**config.mk**
```make
export PLATFORM = sky130hd
export DESIGN_NAME = cgm_datapath
export DESIGN_NICKNAME = d
export VERILOG_FILES = /design/src/rtl/cgm_pkg.sv /design/src/rtl/cgm_datapath.sv
export SDC_FILE = /design/constraint.sdc
export NUM_CORES = 2
export LEC_CHECK = 0
export BUFFER_PORTS_ARGS = -buffer_cell sky130_fd_sc_hd__buf_2
export CAP_MARGIN = 20
export CORE_ASPECT_RATIO = 1.2
export CORE_MARGIN = 4
export CORE_UTILIZATION = 61
export CTS_BUF_LIST = sky130_fd_sc_hd__clkbuf_4 sky130_fd_sc_hd__clkbuf_8
export CTS_CLUSTER_SIZE = 28
export DETAILED_ROUTE_END_ITERATION = 8
export GPL_TIMING_DRIVEN = 0
export PLACE_DENSITY = 0.81
export SLEW_MARGIN = 0
export SYNTH_ARGS = -nofsm -noshare
export SYNTH_HDL_FRONTEND = slang
export SYNTH_SLANG_ARGS = --single-unit
export TNS_END_PERCENT = 100
```
**constraint.sdc**
```tcl
create_clock -name clock -period 9.6 [get_ports clock]
set_input_delay 0 -clock clock [delete_from_list [all_inputs] [get_ports clock]]
set_output_delay 0 -clock clock [all_outputs]
set_load 0.05 [all_outputs]
```
**src/rtl/cgm_pkg.sv**
```systemverilog
// Shared types, widths and scale constants of the Gell-Mann coefficient block.
`default_nettype none

package cgm_pkg;

   localparam int MAX_SIZE_DEFAULT = 8;

   localparam int ELEM_W  = 16;
   localparam int COEF_W  = 18;
   localparam int INDEX_W = 6;
   localparam int SIZE_W  = 4;
   localparam int CSR_W   = 32;
   localparam int ADDR_W  = 3;
   localparam int L_W     = 3;
   localparam int SUM_W   = 20;
   localparam int K_W     = 16;
   localparam int PROD_W  = SUM_W + K_W + 1;

   typedef enum logic [1:0] {
      KIND_SYM,
      KIND_ASYM,
      KIND_DIAG
   } kind_type;

   typedef struct packed {
      logic signed [ELEM_W-1:0] re;
      logic signed [ELEM_W-1:0] im;
   } elem_type;

   // Describes one coefficient as it travels down the pipeline.
   typedef struct packed {
      kind_type           kind;
      logic [L_W-1:0]     l;
      logic [INDEX_W-1:0] pos;
      logic               last;
   } tag_type;

   // round(65536 / sqrt((l+1)(l+2))); the entry for l = 0 is also 1/sqrt2.
   function automatic logic [K_W-1:0] inv_root(input logic [L_W-1:0] l);
      logic [K_W-1:0] k;
      case (l)
         3'd0:    k = 16'd46341;
         3'd1:    k = 16'd26755;
         3'd2:    k = 16'd18919;
         3'd3:    k = 16'd14654;
         3'd4:    k = 16'd11965;
         3'd5:    k = 16'd10112;
         default: k = 16'd8758;
      endcase
      return k;
   endfunction

endpackage

`default_nettype wire

```
**src/rtl/cgm_datapath.sv**
```systemverilog
// Coefficient datapath: combine the two read entries, scale, round and saturate.
`default_nettype none

module cgm_datapath (
   input  wire logic                               clock,
   input  wire logic                               reset,
   input  wire logic                               adv,
   input  wire logic                               issue,
   input  wire cgm_pkg::tag_type                   tag,
   input  wire logic [2*cgm_pkg::ELEM_W-1:0]       rd_a,
   input  wire logic [2*cgm_pkg::ELEM_W-1:0]       rd_b,
   output logic                                    busy,
   output logic                                    rsp_valid,
   output logic signed [cgm_pkg::COEF_W-1:0]       rsp_coef_real,
   output logic signed [cgm_pkg::COEF_W-1:0]       rsp_coef_imag,
   output logic [cgm_pkg::INDEX_W-1:0]             rsp_coef_index,
   output logic                                    rsp_final_coef
);

   import cgm_pkg::*;

   localparam int SH_W = PROD_W - 16;
   localparam logic signed [SH_W-1:0] OUT_MAX = SH_W'(131071);
   localparam logic signed [SH_W-1:0] OUT_MIN = -SH_W'(131072);

   // Read stage.
   logic                     s1_v_ff;
   tag_type                  s1_tag_ff;
   // Sum stage.
   logic                     s2_v_ff;
   tag_type                  s2_tag_ff;
   logic signed [SUM_W-1:0]  s2_re_ff;
   logic signed [SUM_W-1:0]  s2_im_ff;
   logic [K_W-1:0]           s2_k_ff;
   // Product stage.
   logic                     s3_v_ff;
   tag_type                  s3_tag_ff;
   logic signed [PROD_W-1:0] s3_re_ff;
   logic signed [PROD_W-1:0] s3_im_ff;
   // Output register.
   logic                     out_v_ff;
   tag_type                  out_tag_ff;
   logic signed [COEF_W-1:0] out_re_ff;
   logic signed [COEF_W-1:0] out_im_ff;

   logic signed [SUM_W-1:0]  prefix_re_ff;
   logic signed [SUM_W-1:0]  prefix_im_ff;

   elem_type                 ea;
   elem_type                 eb;
   logic [L_W:0]             lp1;
   logic signed [SUM_W-1:0]  pre_re_in;
   logic signed [SUM_W-1:0]  pre_im_in;
   logic signed [SUM_W-1:0]  sum_re_in;
   logic signed [SUM_W-1:0]  sum_im_in;
   logic signed [COEF_W-1:0] out_re_in;
   logic signed [COEF_W-1:0] out_im_in;

   function automatic logic signed [COEF_W-1:0] round_sat(input logic signed [PROD_W-1:0] p);
      logic signed [PROD_W-1:0] r;
      logic signed [SH_W-1:0]   s;
      r = p + PROD_W'(32768);
      s = r[PROD_W-1:16];
      if (s > OUT_MAX) begin
         return OUT_MAX[COEF_W-1:0];
      end else if (s < OUT_MIN) begin
         return OUT_MIN[COEF_W-1:0];
      end
      return s[COEF_W-1:0];
   endfunction

   assign ea  = elem_type'(rd_a);
   assign eb  = elem_type'(rd_b);
   assign lp1 = {1'b0, s1_tag_ff.l} + (L_W+1)'(1);

   // The running diagonal sum restarts on the first diagonal coefficient.
   assign pre_re_in = ((s1_tag_ff.l == '0) ? SUM_W'(0) : prefix_re_ff) + SUM_W'(ea.re);
   assign pre_im_in = ((s1_tag_ff.l == '0) ? SUM_W'(0) : prefix_im_ff) + SUM_W'(ea.im);

   always_comb begin
      case (s1_tag_ff.kind)
         KIND_SYM: begin
            sum_re_in = SUM_W'(ea.re) + SUM_W'(eb.re);
            sum_im_in = SUM_W'(ea.im) + SUM_W'(eb.im);
         end
         KIND_ASYM: begin
            sum_re_in = SUM_W'(eb.im) - SUM_W'(ea.im);
            sum_im_in = SUM_W'(ea.re) - SUM_W'(eb.re);
         end
         default: begin
            sum_re_in = pre_re_in - SUM_W'($signed({1'b0, lp1})) * SUM_W'(eb.re);
            sum_im_in = pre_im_in - SUM_W'($signed({1'b0, lp1})) * SUM_W'(eb.im);
         end
      endcase
   end

   assign out_re_in = round_sat(s3_re_ff);
   assign out_im_in = round_sat(s3_im_ff);

   always_ff @(posedge clock) begin
      if (reset) begin
         s1_v_ff  <= 1'b0;
         s2_v_ff  <= 1'b0;
         s3_v_ff  <= 1'b0;
         out_v_ff <= 1'b0;
      end else if (adv) begin
         s1_v_ff  <= issue;
         s2_v_ff  <= s1_v_ff;
         s3_v_ff  <= s2_v_ff;
         out_v_ff <= s3_v_ff;
      end
      if (adv) begin
         s1_tag_ff  <= tag;
         s2_tag_ff  <= s1_tag_ff;
         s2_re_ff   <= sum_re_in;
         s2_im_ff   <= sum_im_in;
         s2_k_ff    <= (s1_tag_ff.kind == KIND_DIAG) ? inv_root(s1_tag_ff.l) : inv_root('0);
         s3_tag_ff  <= s2_tag_ff;
         s3_re_ff   <= s2_re_ff * $signed({1'b0, s2_k_ff});
         s3_im_ff   <= s2_im_ff * $signed({1'b0, s2_k_ff});
         out_tag_ff <= s3_tag_ff;
         out_re_ff  <= out_re_in;
         out_im_ff  <= out_im_in;
         if (s1_v_ff && s1_tag_ff.kind == KIND_DIAG) begin
            prefix_re_ff <= pre_re_in;
            prefix_im_ff <= pre_im_in;
         end
      end
   end

   assign busy           = s1_v_ff || s2_v_ff || s3_v_ff || out_v_ff;
   assign rsp_valid      = out_v_ff;
   assign rsp_coef_real  = out_re_ff;
   assign rsp_coef_imag  = out_im_ff;
   assign rsp_coef_index = out_tag_ff.pos;
   assign rsp_final_coef = out_tag_ff.last;

endmodule

`default_nettype wire

```
Word level (Yosys, flattened, before mapping):

Index checks and enable logic that the tools add are counted.

* input bits: 80
* bits in registers: 243
* word-level logic and storage cells: 71
* output and inout port bits: 45

* multipliers: 4
* $lt $le $gt $ge: 4
* reduce and logical (&&, ||, !) cells: 7
* equal/unequal tests: 7
* mux-type cells: 15
* add/subtract/negate cells: 11

Operator list (number)
* $mux W18: 6
* $pmux W16 S6: 1
* $pmux W20 S2: 2
* $add A37 B17 Y37 const B: 2
* $mul A20 B17 Y37: 2
* $gt A21 B18 Y1 const B: 2
* $lt A21 B18 Y1 const B: 2
* $add A20 B16 Y20: 2
* $mul A5 B16 Y20: 2
* $mux W20: 2
* $sub A20 B20 Y20: 2
* $add A16 B16 Y17: 2
* $sub A16 B16 Y17: 2
* $eq A3 B2 Y1 const B: 2
* $eq A3 B3 Y1 const B: 2
* $add A3 B1 Y4 const B: 1
* $mux W1: 4
* $eq A3 B1 Y1 const B: 1
* $logic_not A3 Y1: 1
* $logic_or A1 B1 Y1: 3
* $eq A2 B1 Y1 const B: 1
* $eq A2 B2 Y1 const B: 1
* $logic_not A2 Y1: 1
* $reduce_and A2 Y1: 1
* $logic_and A1 B1 Y1: 1

Longest topological paths before layout:

* word-level depth: 5
* depth in mapped cells: 30
* depth with buffers taken out: 27

Worst setup path after synthesis:

Ideal clock, no wire load.

* kind: reg2reg
* start point: register s1_tag_ff[7] in the netlist's numbering
* end point: register s2_re_ff[19], data pin
* arrival time: 6.087 ns
* slack: 3.259 ns
* stages on the path, launching flop included: 31
* library setup time: 0.254 ns
* cells stage by stage: edfxtp_1 > clkbuf_1 > clkinv_1 > clkbuf_1 > ha_1 > nand2_1 > clkbuf_1 > and2_1 > ha_1 > inv_1 > fa_1 > nor2b_1 > o21ai_1 > a21boi_1 > o21ai_1 > a21oi_1 > a41o_1 > o21a_1 > nor2_1 > xnor2_1 > fa_1 > ha_1 > and4_1 > o21ai_0 > inv_1 > o41ai_1 > a31oi_1 > a211o_1 > a21oi_1 > xnor3_1 > a21o_1

* word-level cells in the longest chain between the ends: 5
* elaborated cells between the ends (all ways): 7

Ends and longest elaborated chain
* from (decl): RTL line cgm_datapath.sv:28 `tag_type s1_tag_ff;`
* from (signal assigned): RTL line cgm_datapath.sv:113 `s1_tag_ff <= tag;`
* $logic_not A3 Y1: RTL line cgm_datapath.sv:77 `assign pre_re_in = ((s1_tag_ff.l == '0) ? SUM_W'(0) : prefix_re_ff) + SUM_W'(ea.re);`
* $mux W20: RTL line cgm_datapath.sv:77
* $add A20 B16 Y20: RTL line cgm_datapath.sv:77
* named net pre_re_in[12]: RTL line cgm_datapath.sv:52 `logic signed [SUM_W-1:0] pre_re_in;`
* $sub A20 B20 Y20: RTL line cgm_datapath.sv:91 `sum_re_in = pre_re_in - SUM_W'($signed({1'b0, lp1})) * SUM_W'(eb.re);`
* $pmux W20 S2: RTL line cgm_datapath.sv:81 `case (s1_tag_ff.kind)`
* named net sum_re_in[19]: RTL line cgm_datapath.sv:54 `logic signed [SUM_W-1:0] sum_re_in;`
* to (signal assigned): RTL line cgm_datapath.sv:115 `s2_re_ff <= sum_re_in;`
* to (decl): RTL line cgm_datapath.sv:32 `logic signed [SUM_W-1:0] s2_re_ff;`

The timed path passes the listed nets, and every way through them passes these cells.
A chain may end at the register's enable or synchronous reset.

Worst setup path after layout:

Ends and elaborated chain as after synthesis.

==> run summary <==
The synthesized netlist devotes 4.60% of its cell area to XOR and XNOR gates. Measured against its own limit, the worst slew margin works out to about 20%. The fraction of layout cells with a size suffix above 1 is 4.81%. The half-perimeter wire length of the detailed placement result came out at 92100 µm.

The met1 global-route usage is 36.9%. The number of routed nets with antenna violations is 0. The clock tree buffer depth is 3.

The number of pins with negative max-slew slack in the final report came out at 0. The critical path is of the flip-flop to flip-flop type. The post-synth design cell area is around 41000 µm². The non-filler instance count after layout came out at 5490. The number of antenna violations at the first check in global routing is 6.

Setup violations remaining at the end of the flow were counted as 0. The share of the cycle needed by the critical path after routing came out at approximately 96%. The post-synthesis compound-gate area fraction is 7.41%. Setup repair after global routing left no endpoint under its margin. The final layout contains 5753 nets.

The via count of the first global-routing pass is 33600. The cell count after placement came out at 5395. The tree is rooted in a sky130_fd_sc_hd__clkbuf_8. The maximum level of the CTS H-tree is 2. Routability-driven placement finished with a final weighted congestion of between 1 and 1.5. The busiest layer in global routing is met2. The wire length of the first global-routing pass came out at 177000 µm. At the pin with the least slew margin, the transition time is 1190 ps.

The row count is 103. The achievable clock frequency came out at 109 MHz. The total area of sequential cells is between 6000 and 7000 µm². Measured against the total synthesized area, the mux share comes to 0.478%. The total of buffers placed on input and output ports came out at ~120. The worst endpoint data arrival time is 9580 ps. The floorplan step set the die height to around 290 µm.

The flop and latch count out of synthesis came out at 213. The tightest min-delay check is of the input pin to flip-flop type. The final routed wirelength across all metal layers came out at 112000 µm. On the final layout, the worst clock skew is 40.3 ps. For met2 alone, demand over resource in global routing was approximately 56%.

The sum of overflow across all layers after global routing is 0. The number of fill cells is 5373. The share of synthesized cell area in full adder, half adder and majority cells is 47.2%.

The maximum number of pins on one net before global-route repair came out at approximately 130. In the synthesized netlist the dominant register cell turns out to be sky130_fd_sc_hd__edfxtp_1. Summed over all failing endpoints, the final setup total negative slack is 0 ps. The number of buffers created by CTS is 38. After synthesis, the share of flip-flops with an asynchronous set or reset is 0%. The violation count after the first detailed-routing iteration is 2259. After detailed routing, the average wire length per cell comes to 20.4 µm. During synthesis, Yosys emitted a total of 0 warnings. The mean instance size in the synthesized netlist is 9.39 µm². The area added between synthesis and finish is 6.87%. The die boundary width came out at 245 µm.

The number of top-level pins came out at about 130. The placeable core area is 66200 µm². The combined area of the multi-input logic cells came out at 30600 µm².

By area, the combinational part of the netlist is dominated by adder cells. The via total after detailed routing came out at around 31000. TritonCTS built the clock tree. The count of unresolved DRC violations after routing is 0. The run finished with clean final reports.

Summing the areas of all and, or, nand and nor instances in the mapped netlist gives 14.7% of the synthesized area. The gate count of the mapped netlist came out at between 4000 and 5000. The met3 demand-to-capacity share in global routing is 4.66%. The tool flagged a number of max-cap violations equal to 0. Dividing the detail-routed via count by the number of cells gives approximately 5.7.

The effective utilization at floorplan came out at between 60% and 70%. STA puts the critical path data required time at 9990 ps. Global routing used about a third of the available tracks across all layers. The number of distinct library cells after synthesis came out at 82.

The final hold violation count came out at 0. STA classifies the critical path endpoint as a flip-flop. The maximum fanout encountered on the critical timing path is 11. For the worst-skew pair, the clock arrives at the later sink with an insertion delay of 640 ps. The clock transition time at the flip-flop clock pins of the worst setup and hold paths came out at ~60 ps. Counting flops with a built-in enable in the synthesized netlist gives 209. STA classifies the critical path startpoint as a flip-flop. The clock period minus final worst setup slack came out at 9190 ps.

The floorplan die area came out at approximately 72000 µm². The number of nets in the synthesized netlist came out at 5564. The clock sink count came out at 213. For this run, the register share of the synthesized area comes to between 15 and 20%. The detailed-routing iteration count for the pre-antenna-repair pass is 8.
-- placed cells by master (no fill, tap or decap), types with 38 or more instances in the layout --
cell,instances
sky130_fd_sc_hd__a21o_1,48
sky130_fd_sc_hd__a21oi_1,126
sky130_fd_sc_hd__and2_1,307
sky130_fd_sc_hd__buf_2,125
sky130_fd_sc_hd__clkbuf_1,145
sky130_fd_sc_hd__clkbuf_8,42
sky130_fd_sc_hd__edfxtp_1,209
sky130_fd_sc_hd__fa_1,738
sky130_fd_sc_hd__ha_1,369
sky130_fd_sc_hd__inv_1,950
sky130_fd_sc_hd__nand2_1,534
sky130_fd_sc_hd__nand2b_1,42
sky130_fd_sc_hd__nand3_1,49
sky130_fd_sc_hd__nor2_1,142
sky130_fd_sc_hd__nor2b_1,38
sky130_fd_sc_hd__nor3_1,41
sky130_fd_sc_hd__o21ai_0,102
sky130_fd_sc_hd__xnor2_1,144
sky130_fd_sc_hd__xor2_1,69
-- synth_stat cells (all sizes together) (11+ instances only) --
| library cell | number | area [µm²] |
|---|---|---|
| and3 | 36 | 225 |
| nand2 | 535 | 2010 |
| a31oi | 17 | 121 |
| nand3 | 49 | 245 |
| nor2b | 38 | 238 |
| xnor2 | 144 | 1260 |
| o21bai | 19 | 143 |
| ha | 369 | 4620 |
| or3 | 11 | 68.8 |
| a211oi | 15 | 118 |
| a21o | 48 | 360 |
| and2 | 307 | 1920 |
| inv | 951 | 3570 |
| o21ai | 125 | 637 |
| a21oi | 126 | 631 |
| edfxtp | 209 | 6280 |
| fa | 738 | 14800 |
| nand2b | 42 | 263 |
| nor3 | 43 | 220 |
| clkbuf | 147 | 552 |
| nor4 | 20 | 125 |
| o21a | 19 | 143 |
| nor2 | 143 | 537 |
| mux2i | 14 | 140 |
| xor2 | 69 | 604 |
-- kinds of logic (layout without fill, tap and decap cells) --
logic type	Yosys count	in the layout
simple gates	1249	1249
buf+inv	1110	1327
fa+ha+maj	1107	1107
compound gates	465	465
xor+xnor	214	214
flops	213	213
mux	19	19
other cells	0	4
-- flip-flops by register name, indices dropped and copies added (netlist names), 16 cells and up --
name	count
s3_re_ff	22
s2_re_ff	20
prefix_im_ff	20
s2_im_ff	20
rsp_coef_imag	18
s3_im_ff	22
prefix_re_ff	20
s2_k_ff	16
rsp_coef_real	18
-- critical path, stage by stage, from the launching register on --
cell and delay (ps):
sky130_fd_sc_hd__edfxtp_1 470, sky130_fd_sc_hd__clkdlybuf4s15_1 690, sky130_fd_sc_hd__clkinv_1 490, sky130_fd_sc_hd__clkbuf_1 570
sky130_fd_sc_hd__ha_1 480, sky130_fd_sc_hd__nand2_2 380, sky130_fd_sc_hd__clkbuf_2 450, sky130_fd_sc_hd__and2_1 210
sky130_fd_sc_hd__ha_1 210, sky130_fd_sc_hd__inv_1 90, sky130_fd_sc_hd__fa_1 430, sky130_fd_sc_hd__xnor2_1 400
sky130_fd_sc_hd__nor2b_1 100, sky130_fd_sc_hd__ha_1 320, sky130_fd_sc_hd__xnor2_1 130, sky130_fd_sc_hd__ha_1 340
sky130_fd_sc_hd__ha_1 270, sky130_fd_sc_hd__nor2b_1 130, sky130_fd_sc_hd__o21a_1 200, sky130_fd_sc_hd__o21ai_2 250
sky130_fd_sc_hd__a2111oi_0 230, sky130_fd_sc_hd__o41ai_1 650, sky130_fd_sc_hd__a31oi_1 270, sky130_fd_sc_hd__a211o_1 330
sky130_fd_sc_hd__a21oi_1 240, sky130_fd_sc_hd__xnor3_1 390, sky130_fd_sc_hd__a21o_1 190
-- routing by layer --
layer	vias up	wire [µm]
li1	13900	-
met3	438	8400
met5	-	13
met2	1421	55700
met1	15600	39000
met4	2	8620
-- path summary, 6_finish.rpt --
kind / from / endpoint / slack, ps / depth (start not counted)
setup / recovery: s1_tag_ff[7] / s2_re_ff[19] / 410 / 26
hold / removal: rd_a[21] / prefix_re_ff[5] / 40 / 3
setup reg to reg: s1_tag_ff[7] / s2_re_ff[19] / 410 / 26
hold reg to reg: s1_tag_ff[3] / s2_tag_ff[3] / 420 / 0
-- what timing repair did --
| item | CTS | global route |
|---|---|---|
| resized for setup | 1 | 3 |
| hold buffers | 23 | 0 |
| setup buffers | 0 | 0 |
| setup endpoints to repair | 1 | 1 |
| pin swaps | 0 | 0 |
| endpoints found under the hold margin | 70 | 0 |
-- cell type report --
| class | instances | area share (%) |
|---|---|---|
| multi-input combinational | 3054 | 69.6 |
| sequential | 213 | 14.5 |
| inverter | 953 | 8.15 |
| tap | 892 | 2.54 |
| timing repair buffer | 149 | 2.07 |
| clock buffer | 48 | 1.42 |
| buffer | 157 | 1.37 |
| clock inverter | 20 | 0.319 |
| antenna | 4 | 0.0228 |
-- stage by stage --
stage	hold slack, ps	cell area (µm²)	setup WS [ps]	utilization (%)
detailed placement	178	42900	51.4	64.7
finish	35.2	43900	409	66.3
global placement	177	42800	157	64.6
floorplan	69.1	41100	3260	-
global route	40.0	43900	197	66.3
CTS	2.76	43900	219	66.2
Power is left out: the tool's default activity adds up to more than one toggle a clock period on the data nets, which glitch-free logic cannot reach.
