### config.mk
export PLATFORM = sky130hd
export DESIGN_NAME = cgm_seq
export DESIGN_NICKNAME = d
export VERILOG_FILES = /design/src/rtl/cgm_pkg.sv /design/src/rtl/cgm_seq.sv
export SDC_FILE = /design/constraint.sdc
export NUM_CORES = 1
export LEC_CHECK = 0
export ABC_AREA = 1
export BUFFER_PORTS_ARGS = -buffer_cell sky130_fd_sc_hd__buf_2
export CORE_MARGIN = 1.5
export CORE_UTILIZATION = 60
export DETAILED_ROUTE_END_ITERATION = 10
export PLACE_DENSITY_LB_ADDON = 0.2
export SETUP_SLACK_MARGIN = 0.2
export SYNTH_ARGS = -nofsm -noshare
export SYNTH_HDL_FRONTEND = slang
export SYNTH_SLANG_ARGS = --single-unit
export TNS_END_PERCENT = 50
### constraint.sdc
create_clock -name clock -period 3.7 [get_ports clock]
set_clock_uncertainty 0.2 [all_clocks]
set_input_delay 0 -clock clock [delete_from_list [all_inputs] [get_ports clock]]
set_output_delay 0 -clock clock [all_outputs]
set_load 0.005 [all_outputs]
### src/rtl/cgm_pkg.sv
// Shared types, widths and scale constants of the Gell-Mann coefficient block.
`default_nettype none

package cgm_pkg;

   localparam int MAX_SIZE_DEFAULT = 8;

   localparam int ELEM_W  = 16;
   localparam int COEF_W  = 18;
   localparam int INDEX_W = 6;
   localparam int SIZE_W  = 4;
   localparam int CSR_W   = 32;
   localparam int ADDR_W  = 3;
   localparam int L_W     = 3;
   localparam int SUM_W   = 20;
   localparam int K_W     = 16;
   localparam int PROD_W  = SUM_W + K_W + 1;

   typedef enum logic [1:0] {
      KIND_SYM,
      KIND_ASYM,
      KIND_DIAG
   } kind_type;

   typedef struct packed {
      logic signed [ELEM_W-1:0] re;
      logic signed [ELEM_W-1:0] im;
   } elem_type;

   // Describes one coefficient as it travels down the pipeline.
   typedef struct packed {
      kind_type           kind;
      logic [L_W-1:0]     l;
      logic [INDEX_W-1:0] pos;
      logic               last;
   } tag_type;

   // round(65536 / sqrt((l+1)(l+2))); the entry for l = 0 is also 1/sqrt2.
   function automatic logic [K_W-1:0] inv_root(input logic [L_W-1:0] l);
      logic [K_W-1:0] k;
      case (l)
         3'd0:    k = 16'd46341;
         3'd1:    k = 16'd26755;
         3'd2:    k = 16'd18919;
         3'd3:    k = 16'd14654;
         3'd4:    k = 16'd11965;
         3'd5:    k = 16'd10112;
         default: k = 16'd8758;
      endcase
      return k;
   endfunction

endpackage

`default_nettype wire

### src/rtl/cgm_seq.sv
// Burst sequencer: walks the index pairs and the diagonal and issues read addresses.
`default_nettype none

module cgm_seq #(
   parameter int MAX_SIZE = cgm_pkg::MAX_SIZE_DEFAULT
) (
   input  wire logic                                clock,
   input  wire logic                                reset,
   input  wire logic                                start,
   input  wire logic [cgm_pkg::SIZE_W-1:0]          n,
   input  wire logic                                adv,
   output logic                                     active,
   output logic                                     issue,
   output logic [$clog2(MAX_SIZE*MAX_SIZE)-1:0]     addr_a,
   output logic [$clog2(MAX_SIZE*MAX_SIZE)-1:0]     addr_b,
   output cgm_pkg::tag_type                         tag
);

   import cgm_pkg::*;

   localparam int JW = (MAX_SIZE > 2) ? $clog2(MAX_SIZE) : 1;
   localparam int AW = $clog2(MAX_SIZE*MAX_SIZE);

   typedef enum logic [1:0] {
      PH_IDLE,
      PH_SYM,
      PH_ASYM,
      PH_DIAG
   } phase_type;

   phase_type          phase_ff;
   logic [JW-1:0]      j_ff;
   logic [JW-1:0]      k_ff;
   logic [INDEX_W-1:0] pos_ff;

   logic [SIZE_W-1:0]  nm1;
   logic [SIZE_W-1:0]  jx;
   logic [SIZE_W-1:0]  kx;
   logic [6:0]         nn;
   logic [7:0]         a_lin;
   logic [7:0]         b_lin;
   logic [7:0]         diag_step;

   assign nm1       = n - SIZE_W'(1);
   assign jx        = SIZE_W'(j_ff);
   assign kx        = SIZE_W'(k_ff);
   assign nn        = 7'(n) * 7'(n);
   assign diag_step = 8'(n) + 8'd1;

   always_comb begin
      if (phase_ff == PH_DIAG) begin
         a_lin = 8'(j_ff) * diag_step;
         b_lin = a_lin + diag_step;
      end else begin
         a_lin = 8'(j_ff) * 8'(n) + 8'(k_ff);
         b_lin = 8'(k_ff) * 8'(n) + 8'(j_ff);
      end
   end

   assign active = (phase_ff != PH_IDLE);
   assign issue  = adv && active;
   assign addr_a = a_lin[AW-1:0];
   assign addr_b = b_lin[AW-1:0];

   always_comb begin
      case (phase_ff)
         PH_SYM:  tag.kind = KIND_SYM;
         PH_ASYM: tag.kind = KIND_ASYM;
         default: tag.kind = KIND_DIAG;
      endcase
      tag.l    = L_W'(j_ff);
      tag.pos  = pos_ff;
      tag.last = (7'(pos_ff) == nn - 7'd2);
   end

   always_ff @(posedge clock) begin
      if (reset) begin
         phase_ff <= PH_IDLE;
         j_ff     <= '0;
         k_ff     <= '0;
         pos_ff   <= '0;
      end else if (start) begin
         phase_ff <= PH_SYM;
         j_ff     <= '0;
         k_ff     <= JW'(1);
         pos_ff   <= '0;
      end else if (issue) begin
         pos_ff <= pos_ff + INDEX_W'(1);
         case (phase_ff)
            PH_SYM, PH_ASYM: begin
               if (kx == nm1) begin
                  if (jx + SIZE_W'(2) == n) begin
                     phase_ff <= (phase_ff == PH_SYM) ? PH_ASYM : PH_DIAG;
                     j_ff     <= '0;
                     k_ff     <= JW'(1);
                  end else begin
                     j_ff <= j_ff + JW'(1);
                     k_ff <= JW'(jx + SIZE_W'(2));
                  end
               end else begin
                  k_ff <= k_ff + JW'(1);
               end
            end
            PH_DIAG: begin
               if (jx + SIZE_W'(2) == n) begin
                  phase_ff <= PH_IDLE;
               end else begin
                  j_ff <= j_ff + JW'(1);
               end
            end
            default: begin
               phase_ff <= PH_IDLE;
            end
         endcase
      end
   end

   a_addr_in_matrix: assert property (@(posedge clock) disable iff (reset)
      issue |-> (7'(addr_a) < nn) && (7'(addr_b) < nn))
      else $error("burst read address lies outside the loaded matrix");

   a_last_ends_burst: assert property (@(posedge clock) disable iff (reset)
      (issue && tag.last) |=> (phase_ff == PH_IDLE))
      else $error("burst did not end after its last coefficient");

   a_start_when_idle: assert property (@(posedge clock) disable iff (reset)
      start |-> (phase_ff == PH_IDLE))
      else $error("burst started while another was running");

endmodule

`default_nettype wire

; ---- Word level (Yosys, flattened, before mapping)
; Index checks and enable logic that the tools add are counted.
; Widths: inputs -> output; s select.
[word_totals]
inputBits = 8
out_inout_bits = 26
register_bits = 14
word_cells = 64
[op_classes]
eq_ne = 13
reduce_logical = 12
n_addsub = 10
mux = 19
mul = 4
[op_table]
columns = cell, n
row1 = $mux 3, 5
row2 = $add 6x3->6, 2
row3 = $mul 3x4->6, 2
row4 = $mux 6, 2
row5 = $reduce_and 4->1, 3
row6 = $pmux 2 s2, 2
row7 = $reduce_bool 2->1, 4
row8 = $eq 6x7->1, 1
row9 = $mul 4x4->7, 1
row10 = $sub 7x2->7 const B, 1
row11 = $add 3x1->3 const B, 2
row12 = $add 6x1->6 const B, 1
row13 = $add 6x5->6, 1
row14 = $mul 3x5->6, 1
row15 = $mux 1, 6
row16 = $mux 2, 3
row17 = $ne 2x2->1 const B, 3
row18 = $ne 3x3->1 const B, 2
row19 = $pmux 3 s2, 1
row20 = $add 4x1->5 const B, 1
row21 = $add 3x2->4 const B, 1
row22 = $eq 2x2->1 const B, 2
row23 = $eq 3x4->1, 1
row24 = $eq 4x4->1, 1
row25 = other kinds (7), 9

; ---- Depth between registers and ports, before layout
; Gate-level depths: netlist (run 1).
[logic_depth]
ltp_word = 7
mapped_depth = 20

; ---- Worst setup path before layout (run 1)
; OpenSTA, ideal clock, no wires.
[synth_path]
path_type = register to output
startpoint = reg j_ff[0]
endpoint = out addr_b[5]
path_slack_ns = 0.291
t_required_ns = 3.500
arrival_ns = 3.209
stages_incl_launch_ff = 15
cell_sequence = dfxtp_1 > clkbuf_1 > inv_1 > nor3_1 > fa_1 > ha_1 > fa_1 > xnor2_1 > inv_1 > ha_1 > nand2_1 > o311ai_0 > nand3_1 > nand3_1 > nand2_1
[synth_via]
elab_chain_cells = 3
word_cells_on_any_way = 4
classes_between = 2 x add/sub / 1 x mul / 1 x mux
[synth_rtl]
columns = element, line
row1 = start: declaration, cgm_seq.sv:32  ; logic [JW-1:0] j_ff;
row2 = start signal: assignment, cgm_seq.sv:97  ; j_ff <= j_ff + JW'(1);
row3 = start signal: assignment, cgm_seq.sv:108  ; j_ff <= j_ff + JW'(1);
row4 = $mul 3x5->6, cgm_seq.sv:52  ; a_lin = 8'(j_ff) * diag_step;
row5 = $add 6x5->6, cgm_seq.sv:53  ; b_lin = a_lin + diag_step;
row6 = $mux 6 *, cgm_seq.sv:51  ; if (phase_ff == PH_DIAG) begin
row7 = end: declaration, cgm_seq.sv:15  ; output logic [$clog2(MAX_SIZE*MAX_SIZE)-1:0] addr_b,
; Mark *: on every way between the ends. The rest lies on a longest branch, timed or not.

; ---- Final worst setup path (run 1)
[layout_path]
startpoint = reg j_ff[1]
endpoint = out addr_a[5]
[layout_via]
elab_chain_cells = 3
word_cells_on_any_way = 4
classes_between = 1 x add/sub / 2 x mul / 1 x mux
[layout_rtl]
columns = element, line
row1 = $mul 3x4->6, cgm_seq.sv:55  ; a_lin = 8'(j_ff) * 8'(n) + 8'(k_ff);
row2 = $add 6x3->6, cgm_seq.sv:55
row3 = $mux 6 *, cgm_seq.sv:51
row4 = end: declaration, cgm_seq.sv:14  ; output logic [$clog2(MAX_SIZE*MAX_SIZE)-1:0] addr_a,
; Marked as above.

==> flow_summary.toml, run 1 <==
[outcome]
outcome = "finished, final reports clean"

[min_path]
path_class_of_the_lowest_slack_min_delay_path = "primary input to register"

[floorplan]
row_count = 24
die_outline_area_um2 = 5080
initial_core_util = 0.633
fp.coreArea_um2 = 4410
die_w_um = 71.3
die_height_um = 71.3
num_io_pins = 34

[cts]
postCtsSetupRepairBufs = 0
cts_root_buffer = "clkbuf_8"
tritoncts = "built"
clock_insertion_delay_worst_skew_ps = 260
cts_buffers = 3
post_cts_clock_slew_at_the_launch_and_capture_registers_of_the_worst_setup_and_hold_paths_ps = 60
clock-sinks = 14
cts_max_path_buffers = 2
cts.htree.levels = 1

[setup_path]
worst-setup-path-type = "register to output pin"
worst_ep_required_time_ps = 3500
timing.critical_path.fanout_max = 8
reg2reg_setup_slack_ps = 1220
timing.critical_path.to_type = "output pin"
worstSetupStartpointType = "register"
worst_ep_arrival_time_ps = 3160

[synth]
synth.largest_area_cell = "ha_1"
postSynthCellCount = 405
synth_flop_cell = "dfxtp_1"
synthArstFlopShare = 0
mappedNetlistArea_um2 = 2800
yosys.cell_count.top_type = "nand2_1"
synth.top_cells.by_area = "ha_1 (22%), nand2_1 (13%), fa_1 (11%), dfxtp_1 (10%), inv_1 (8.3%)"
synth.yosys.warnings = 0
synth_seq_area_share = 0.100
ys_seq_elements = 14
synth.top_cells.by_count = "nand2_1 (98), inv_1 (62), ha_1 (49), a21oi_1 (31), nor2_1 (28)"
net_count_after_synthesis = 477
number_of_distinct_library_cells_after_synthesis = 39
synth_enable_flop_cells = 0
post-synth-top-area-fraction = 0.219
post_synth.cell_area_avg_um2 = 6.90

[route]
first_drt_pass_iteration_count = 4
route.vias.total = 2719
drt_wl_total_um = 6730
routedWlPerCell_um = 13.4
drc_violation_count_after_routing = 0
antenna_viol_nets_final = 0
dr.first_iter.drc_count = 147
via_per_inst = 5.43

[final_layout]
nets = 522
instances_no_fill = 501
antenna_cells_inserted = 0
layout-area-overhead-vs-synth_pct = 14.8
fraction_of_layout_cells_with_a_size_suffix_above_1 = 0.194

[global_routing]
maximum_number_of_pins_on_one_net_before_global_route_repair = 19
number_of_antenna_violations_at_the_first_check_in_global_routing = 0
globalRouteTotalUtil = 0.273
grt_pass1_vias = 2605
globalRoute.totalOverflow = 0
global_route_wire_length_before_repair_um = 11200

[timing]
final_period_minus_worst_setup_slack_ps = 3360
setup_repair_after_global_routing_missed_its_margin = "yes"
worst-slew-pin-transition_ps = 545
count_of_endpoints_failing_setup_in_the_final_report = 0
final.period_utilization = 0.909
final-hold-violation-count = 0
tns_ps = 0
finalMaxSlewViolations = 0
fmax_mhz = 297
timing.slew.headroom = 0.636

[placement]
hpwlAfterDp_um = 5460
dp.cells = 493
routabilityCongestion = 0.925
port-buffer-count = 33

[power_and_ir_drop]
peakVddDrop_mv = 0.220
power.density_nw_per_um2 = 158
leakage_component_of_the_power_nw = 1.84

[job]
max_capacitance_violation_total = 0
==> metrics by stage <==
step                      hold slack [ps]  power [W]  utilization  setup slack (ps)  instance area (um^2)
after CTS                             267   0.000504        0.715               205                  3160
after floorplan                      -131   0.000295            -               291                  2800
after global placement              -3.62   0.000336        0.691               244                  3050
after detailed placement           -0.501   0.000342        0.691               157                  3050
final                                 263   0.000507        0.727               338                  3210
after global routing                  284   0.000531        0.727               152                  3210
==> final cells by class <==
type                       count  area, um^2
clock buffer                   4        55.1
fill                         381        1200
inverter                      69         263
multi-input combinational    313        2240
sequential                    14         288
tap                           52        65.1
timing repair buffer          49         299
==> worst paths after layout <==
check / startpoint / end / depth (start not counted)
max: j_ff[1] / addr_a[5] / 12
min: reset / phase_ff[0] / 3
max reg2reg: j_ff[2] / k_ff[0] / 11
min reg2reg: phase_ff[0] / phase_ff[0] / 2
==> report_power, final <==
part,switching (W),total [W],internal (W)
logic,0.000114,0.000190,0.0000760
clock network,0.0000657,0.000160,0.0000947
registers,0.00000399,0.000156,0.000152
total,0.000184,0.000507,0.000323
==> worst max-delay path, stage by stage, from the launching register on <==
cell     delay (ps)
dfxtp_4         400
ha_1            160
inv_1            50
fa_1            500
inv_1            50
fa_1            510
fa_1            490
a21oi_1         170
nor2_1           60
nor3_1          180
nor2_1           60
a21oi_1         130
buf_2           120
==> flip-flops by register name, summed over array words and instances, names as in the netlist <==
name      flops
j_ff          3
k_ff          3
pos_ff        6
phase_ff      2
==> what timing repair did <==
action	in CTS	in global routing
setup endpoints to repair	2	2
pin swaps	0	2
hold endpoints to repair	8	0
hold buffers	4	0
resized for setup	4	13
==> layout by cell type, fill, tap and decap left out, types with 5 or more instances in the layout <==
| master | n |
|---|---|
| nand2_1 | 98 |
| inv_1 | 61 |
| ha_1 | 47 |
| buf_2 | 33 |
| a21oi_1 | 31 |
| nor2_1 | 26 |
| nand3_1 | 20 |
| o21ai_0 | 18 |
| fa_1 | 14 |
| dfxtp_1 | 12 |
| xor2_1 | 11 |
| buf_4 | 11 |
| inv_2 | 6 |
| nand2_2 | 5 |
| xnor2_1 | 5 |
==> logic make-up (layout without fill, tap and decap cells) <==
kind of cell               count (synthesis)  after routing  synth area share
adders and majority gates                 64             64             0.327
and+or+nand+nor                          172            172             0.286
buffers and inverters                     78            122             0.115
AOI/OAI and AO/OA                         60             60             0.118
xor gates and xnor gates                  17             17            0.0533
DFF                                       14             14             0.100
==> layer usage <==
metal  track usage  share of wire
met5             0              0
met3        0.0225          0.039
met1         0.326           0.42
met2         0.508           0.51
met4         0.101          0.024
No activity file was read; power rests on OpenSTA's default activity.
==> run 2: changes to the inputs <==
--- a/config.mk
+++ b/config.mk
@@ -7,11 +7,13 @@
 export LEC_CHECK = 0
 export ABC_AREA = 1
 export BUFFER_PORTS_ARGS = -buffer_cell sky130_fd_sc_hd__buf_2
+export CORE_ASPECT_RATIO = 1.2
 export CORE_MARGIN = 1.5
-export CORE_UTILIZATION = 60
+export CORE_UTILIZATION = 54
 export DETAILED_ROUTE_END_ITERATION = 10
 export PLACE_DENSITY_LB_ADDON = 0.2
 export SETUP_SLACK_MARGIN = 0.2
+export SLEW_MARGIN = 25
 export SYNTH_ARGS = -nofsm -noshare
 export SYNTH_HDL_FRONTEND = slang
 export SYNTH_SLANG_ARGS = --single-unit
==> run 2 against run 1 <==
Sequential power is essentially flat. Global-route usage shrank 2.7 points. Maximum frequency shrank 0.71%. Die area grew 11%. Power shrank 1.9%. Critical path depth grew 5. Combinational power shrank 2%. Flip-flop and latch count is the same. Worst setup slack lost 24 ps. Sequential share of layout area is essentially flat.
==> flow_summary.toml, run 2 (synthesis gave the netlist of run 1 again) <==
[setup_path]
timing.critical_path.to_type = "output pin"
worst-setup-path-type = "primary input to output pin"
critical_path.max_stage_delay_ps = 440
worstSetupStartpointType = "primary input"
worst_ep_arrival_time_ps = 3190
crit_slowest_cell = "fa_1"
timing.critical_path.fanout_max = 8
worst_ep_required_time_ps = 3500
cp_num_buf_inv = 4
crit_chain = "buf_2, ha_1, nand2_4, clkinv_1, nor3_2, fa_1, ha_1, fa_2, xnor2_2, inv_1, ha_4, nand2_1, o311ai_2, nand3_1, nand3_1, nand2_1, buf_2"
critical-path-top-delay-family = "adder cells"

[floorplan]
num_io_pins = 34
row_count = 28
die_outline_area_um2 = 5620
die_w_um = 68.7
initial_core_util = 0.562
fp.coreArea_um2 = 4970
die_height_um = 81.8

[final_layout]
top_flop_regs = "pos_ff (6), j_ff (3), k_ff (3)"
layout_common_cells = "nand2_1 (98), inv_1 (62), ha_1 (48)"
final_common_cell = "nand2_1"
fill_cells = 454
antenna_cells_inserted = 0
largest_register_ffs = 6
nets = 520
layout-area-overhead-vs-synth_pct = 14.5
registers.top_by_ff_count = "pos_ff"
fraction_of_layout_cells_with_a_size_suffix_above_1 = 0.192
postLayoutCellArea_um2 = 3200

[power_and_ir_drop]
netSwitchingPower_w = 0.000175
leakage_component_of_the_power_nw = 1.83
peakVddDrop_mv = 0.221
power_frac_comb = 0.374
power.density_nw_per_um2 = 155
cell_internal_pwr_w = 0.000323
power.switching_fraction = 0.351
clockPowerShare = 0.310
seqPwrFrac = 0.316

[route]
drc_violation_count_after_routing = 0
via_per_inst = 5.26
dr.first_iter.drc_count = 58
drt_wl_total_um = 6380
antenna_viol_nets_final = 0
routedWlPerCell_um = 12.6
route.vias.total = 2667
first_drt_pass_iteration_count = 4

[timing]
final.period_utilization = 0.915
final-hold-violation-count = 0
count_of_endpoints_failing_setup_in_the_final_report = 0
timing.slew.headroom = 0.631
tns_ps = 0
setup_repair_after_global_routing_missed_its_margin = "yes"
finalMaxSlewViolations = 0
worst-slew-pin-transition_ps = 550
final_period_minus_worst_setup_slack_ps = 3390
fmax_mhz = 295

[global_routing]
grt_pass1_vias = 2436
globalRouteTotalUtil = 0.246
global_route_wire_length_before_repair_um = 10500
maximum_number_of_pins_on_one_net_before_global_route_repair = 19
globalRoute.totalOverflow = 0
number_of_antenna_violations_at_the_first_check_in_global_routing = 0

[cts]
post_cts_clock_slew_at_the_launch_and_capture_registers_of_the_worst_setup_and_hold_paths_ps = 60
cts_root_buffer = "clkbuf_8"
clock_insertion_delay_worst_skew_ps = 250
cts.htree.levels = 1
cts_buffers = 3
tritoncts = "built"
cts_max_path_buffers = 2
clock-sinks = 14

[outcome]
outcome = "finished, final reports clean"

[placement]
port-buffer-count = 33
routabilityCongestion = 0.885
post_dp_cell_area_um2 = 3040
hpwlAfterDp_um = 5270

[min_path]
path_class_of_the_lowest_slack_min_delay_path = "primary input to register"

[job]
max_capacitance_violation_total = 0
==> run 2: cell count changes in the layout (fill, tap and decap cells not counted), sizes merged <==
cell      delta
buf          -2
clkinv       +1
clkinvlp     -1
==> run 2: metrics by stage <==
step,power [W],worst slack [ps],cells,util,hold WS [ps]
finish,0.000497,314,507,0.644,270
global route,0.000533,149,507,0.644,281
CTS,0.000502,189,506,0.634,266
detailed placement,0.000343,87.6,498,0.611,-0.785
global placement,0.000339,197,498,0.611,-1.60
floorplan,0.000295,291,405,-,-131
==> run 2: final cells by class <==
type,instances,area [um^2],share of cell area
Clock buffer,4,55.1,0.0172
Inverter,69,259,0.0809
Multi-Input combinational cell,313,2240,0.700
Sequential cell,14,287,0.0895
Tap cell,60,75.1,0.0234
Timing Repair Buffer,47,284,0.0887
==> run 2: final timing paths <==
check / start / cells after the start / end / slack (ps)
worst max-delay path: n[0] / 17 / addr_b[5] / 310
worst min-delay path: reset / 3 / phase_ff[0] / 270
worst min register to register: phase_ff[0] / 2 / phase_ff[0] / 280
worst max register to register: phase_ff[1] / 7 / j_ff[1] / 1210
==> run 2: metal layers <==
layer | vias up | global-route usage | wire length, um
met1 | 1233 | 0.288 | 2730
met3 | 6 | 0.0123 | 222
met2 | 50 | 0.472 | 3340
li1 | 1378 | - | -
met4 | 0 | 0.0680 | 92
met5 | - | 0 | 0
==> run 2: tightest hold or removal path: cells and delay by family <==
| family | cells | cell delay (ps) |
|---|---|---|
| buf+inv | 2 | 640 |
| compound gates | 1 | 40 |
==> run 2: what timing repair did <==
action / 4_1_cts / 5_1_grt
endpoints found under the hold margin: 8 / 0
setup endpoints to repair: 2 / 3
resized for setup: 6 / 10
hold buffers: 4 / 0
pin swaps: 0 / 2
buffers inserted: 0 / 1
==> run 2: power by group through the flow <==
stage	clock network (W)	logic, W	registers (W)
finish	0.000154	0.000186	0.000157
detailed placement	0	0.000181	0.000161
global placement	0	0.000178	0.000161
floorplan	0	0.000135	0.000160
global route	0.000161	0.000215	0.000158
CTS	0.000158	0.000186	0.000158
==> run 3: changes to the inputs <==
--- a/config.mk
+++ b/config.mk
@@ -5,9 +5,8 @@
 export SDC_FILE = /design/constraint.sdc
 export NUM_CORES = 1
 export LEC_CHECK = 0
-export ABC_AREA = 1
 export BUFFER_PORTS_ARGS = -buffer_cell sky130_fd_sc_hd__buf_2
-export CORE_ASPECT_RATIO = 1.2
+export CORE_ASPECT_RATIO = 1.75
 export CORE_MARGIN = 1.5
 export CORE_UTILIZATION = 54
 export DETAILED_ROUTE_END_ITERATION = 10
==> run 3 against run 2 <==
Critical path depth fell by 6. Sequential power hardly changed. Area after synthesis decreased by 6.0%. Non-clock buffer count did not move. Final area fell by 6.1%. Register-to-register slack lost 400 ps. Hold slack better by 35 ps. Clock-buffer cell count unchanged. Critical path type is now register to output pin. Largest power group unchanged. Highest routed layer unchanged.
==> flow_summary.toml, run 3 <==
[power_and_ir_drop]
leakage_component_of_the_power_nw = 1.61
power.density_nw_per_um2 = 162
fin_total_pwr_w = 0.000487
peakVddDrop_mv = 0.340

[placement]
dp_slack_ps = 355
post_dp_cell_area_um2 = 2880
routabilityCongestion = 0.844
port-buffer-count = 33
dp.cells = 401
hpwlAfterDp_um = 5140

[synth]
synth_flop_cell = "dfxtp_1"
synth.largest_area_cell = "ha_1"
post-synth-top-area-fraction = 0.233
synth.yosys.warnings = 0
number_of_distinct_library_cells_after_synthesis = 46
postSynthCellCount = 318
post_synth.cell_area_avg_um2 = 8.26
synthArstFlopShare = 0
synth_enable_flop_cells = 0
mappedNetlistArea_um2 = 2630
synth.top_cells.by_count = "ha_1 (49), nand2_1 (36), inv_1 (32), xor2_1 (20), nor2_1 (19)"
synth_seq_area_share = 0.107
net_count_after_synthesis = 390
synth.top_cells.by_area = "ha_1 (23%), fa_1 (11%), dfxtp_1 (11%), xor2_1 (6.7%), xnor2_1 (5.3%)"
yosys.cell_count.top_type = "ha_1"
ys_seq_elements = 14

[route]
first_drt_pass_iteration_count = 6
drc_violation_count_after_routing = 0
antenna_viol_nets_final = 0
routedWlPerCell_um = 15.1
drt_wl_total_um = 6160
route.vias.total = 2306
via_per_inst = 5.64
dr.first_iter.drc_count = 52

[final_layout]
layout-area-overhead-vs-synth_pct = 14.5
fill_cells = 435
fraction_of_layout_cells_with_a_size_suffix_above_1 = 0.190
nets = 430
largest_register_ffs = 6
layout_common_cells = "ha_1 (47), nand2_1 (36), buf_2 (33)"
postLayoutCellArea_um2 = 3010
top_flop_regs = "pos_ff (6), j_ff (3), k_ff (3)"
instances_no_fill = 409
antenna_cells_inserted = 0
registers.top_by_ff_count = "pos_ff"
final_common_cell = "ha_1"

[global_routing]
grt_pass1_vias = 2321
global_route_wire_length_before_repair_um = 10400
number_of_antenna_violations_at_the_first_check_in_global_routing = 0
maximum_number_of_pins_on_one_net_before_global_route_repair = 22
globalRoute.totalOverflow = 0
globalRouteTotalUtil = 0.243

[setup_path]
timing.critical_path.to_type = "output pin"
crit_chain = "ha_1, inv_1, fa_1, inv_1, fa_1, fa_1, a21o_1, a21oi_1, xnor2_1, o21ai_0, buf_2"
rr_startpoint = "j_ff[1]"
worst_ep_required_time_ps = 3500
cp_num_buf_inv = 3
timing.critical_path.fanout_max = 9
crit_slowest_cell = "fa_1"
critical-path-top-cell-by-count = "fa_1"
worstSetupStartpointType = "register"
ff2ff_path_depth = 8
critical-path-top-delay-family = "adder cells"
critical_path.max_stage_delay_ps = 510
crit-reg2reg-capture = "k_ff[0]"
reg2reg_setup_slack_ps = 810
worst_ep_arrival_time_ps = 3140
worst-setup-path-type = "register to output pin"

[job]
max_capacitance_violation_total = 0

[min_path]
worst_hold_startpoint = "reset"
path_class_of_the_lowest_slack_min_delay_path = "primary input to register"
hold_end = "phase_ff[0]"
timing.hold.worst_path_depth = 3

[floorplan]
die_height_um = 95.3
initial_core_util = 0.563
num_io_pins = 34
die_outline_area_um2 = 5310
fp.coreArea_um2 = 4670
row_count = 33
die_w_um = 55.7

[timing]
finalMaxSlewViolations = 0
worst-slew-pin-transition_ps = 878
final_period_minus_worst_setup_slack_ps = 3340
timing.final.ws_setup_ps = 358
tns_ps = 0
setup_repair_after_global_routing_missed_its_margin = "yes"
fmax_mhz = 299
count_of_endpoints_failing_setup_in_the_final_report = 0
final.period_utilization = 0.903
final-hold-violation-count = 0
timing.slew.headroom = 0.414

[cts]
clock_insertion_delay_worst_skew_ps = 250
cts_buffers = 3
clock-sinks = 14
cts.htree.levels = 1
postCtsSetupRepairBufs = 0
cts_max_path_buffers = 2
tritoncts = "built"
cts_root_buffer = "clkbuf_8"
post_cts_clock_slew_at_the_launch_and_capture_registers_of_the_worst_setup_and_hold_paths_ps = 70

[outcome]
outcome = "finished, final reports clean"
run 3: tightest hold or removal path, cell delays in order:
cell and delay (ps):
dlygate4sd3_1 530, buf_2 130, nor3b_1 50
run 3: worst max-delay path by stage:
stage	startpoint	to	slack, ps	cells after the start
global route	j_ff[1]	addr_a[5]	200	11
detailed placement	n[0]	addr_b[5]	360	14
global placement	n[0]	addr_b[5]	470	14
finish	j_ff[1]	addr_a[5]	360	11
floorplan	j_ff[2]	addr_a[5]	590	10
CTS	j_ff[2]	addr_b[5]	220	11
run 3: cell type report:
class / instances / area, um^2 / share of cell area
multi-input cells: 258 / 2190 / 0.728
flip-flops and latches: 14 / 290 / 0.0965
repair buffers: 47 / 280 / 0.0932
inverters: 34 / 128 / 0.0424
well taps: 52 / 65.1 / 0.0216
clock buffers: 4 / 55.1 / 0.0183
run 3: layer usage:
layer / track usage / vias to the layer above / share of wire
met5: 0 / - / 0
met1: 0.257 / 1102 / 0.39
li1: - / 1152 / -
met3: 0.0149 / 10 / 0.021
met2: 0.497 / 42 / 0.57
met4: 0.0813 / 0 / 0.021
run 3: timing repair:
action | 4_1_cts | 5_1_grt
gates resized for setup | 0 | 12
hold buffers | 4 | 0
setup endpoints to repair | 0 | 3
hold endpoints to repair | 8 | 0
run 3: power breakdown:
part	internal, W	switching [W]
Sequential	0.000153	0.00000413
Clock	0.0000942	0.0000581
Combinational	0.0000776	0.000101
run 3: cells by family after synthesis:
family,count (synthesis),synth area share
compound gates,54,0.138
fa+ha+maj,64,0.348
mux,12,0.0500
flops,14,0.107
xor+xnor,37,0.129
simple gates,91,0.162
buf+inv,46,0.0672
run 3: metrics by stage:
| stage | hold WS, ps | util |
|---|---|---|
| final | 305 | 0.644 |
| after CTS | 287 | 0.638 |
| after detailed placement | 10.9 | 0.618 |
| after global placement | 11.8 | 0.618 |
| after global routing | 314 | 0.644 |
| after floorplan | -131 | - |
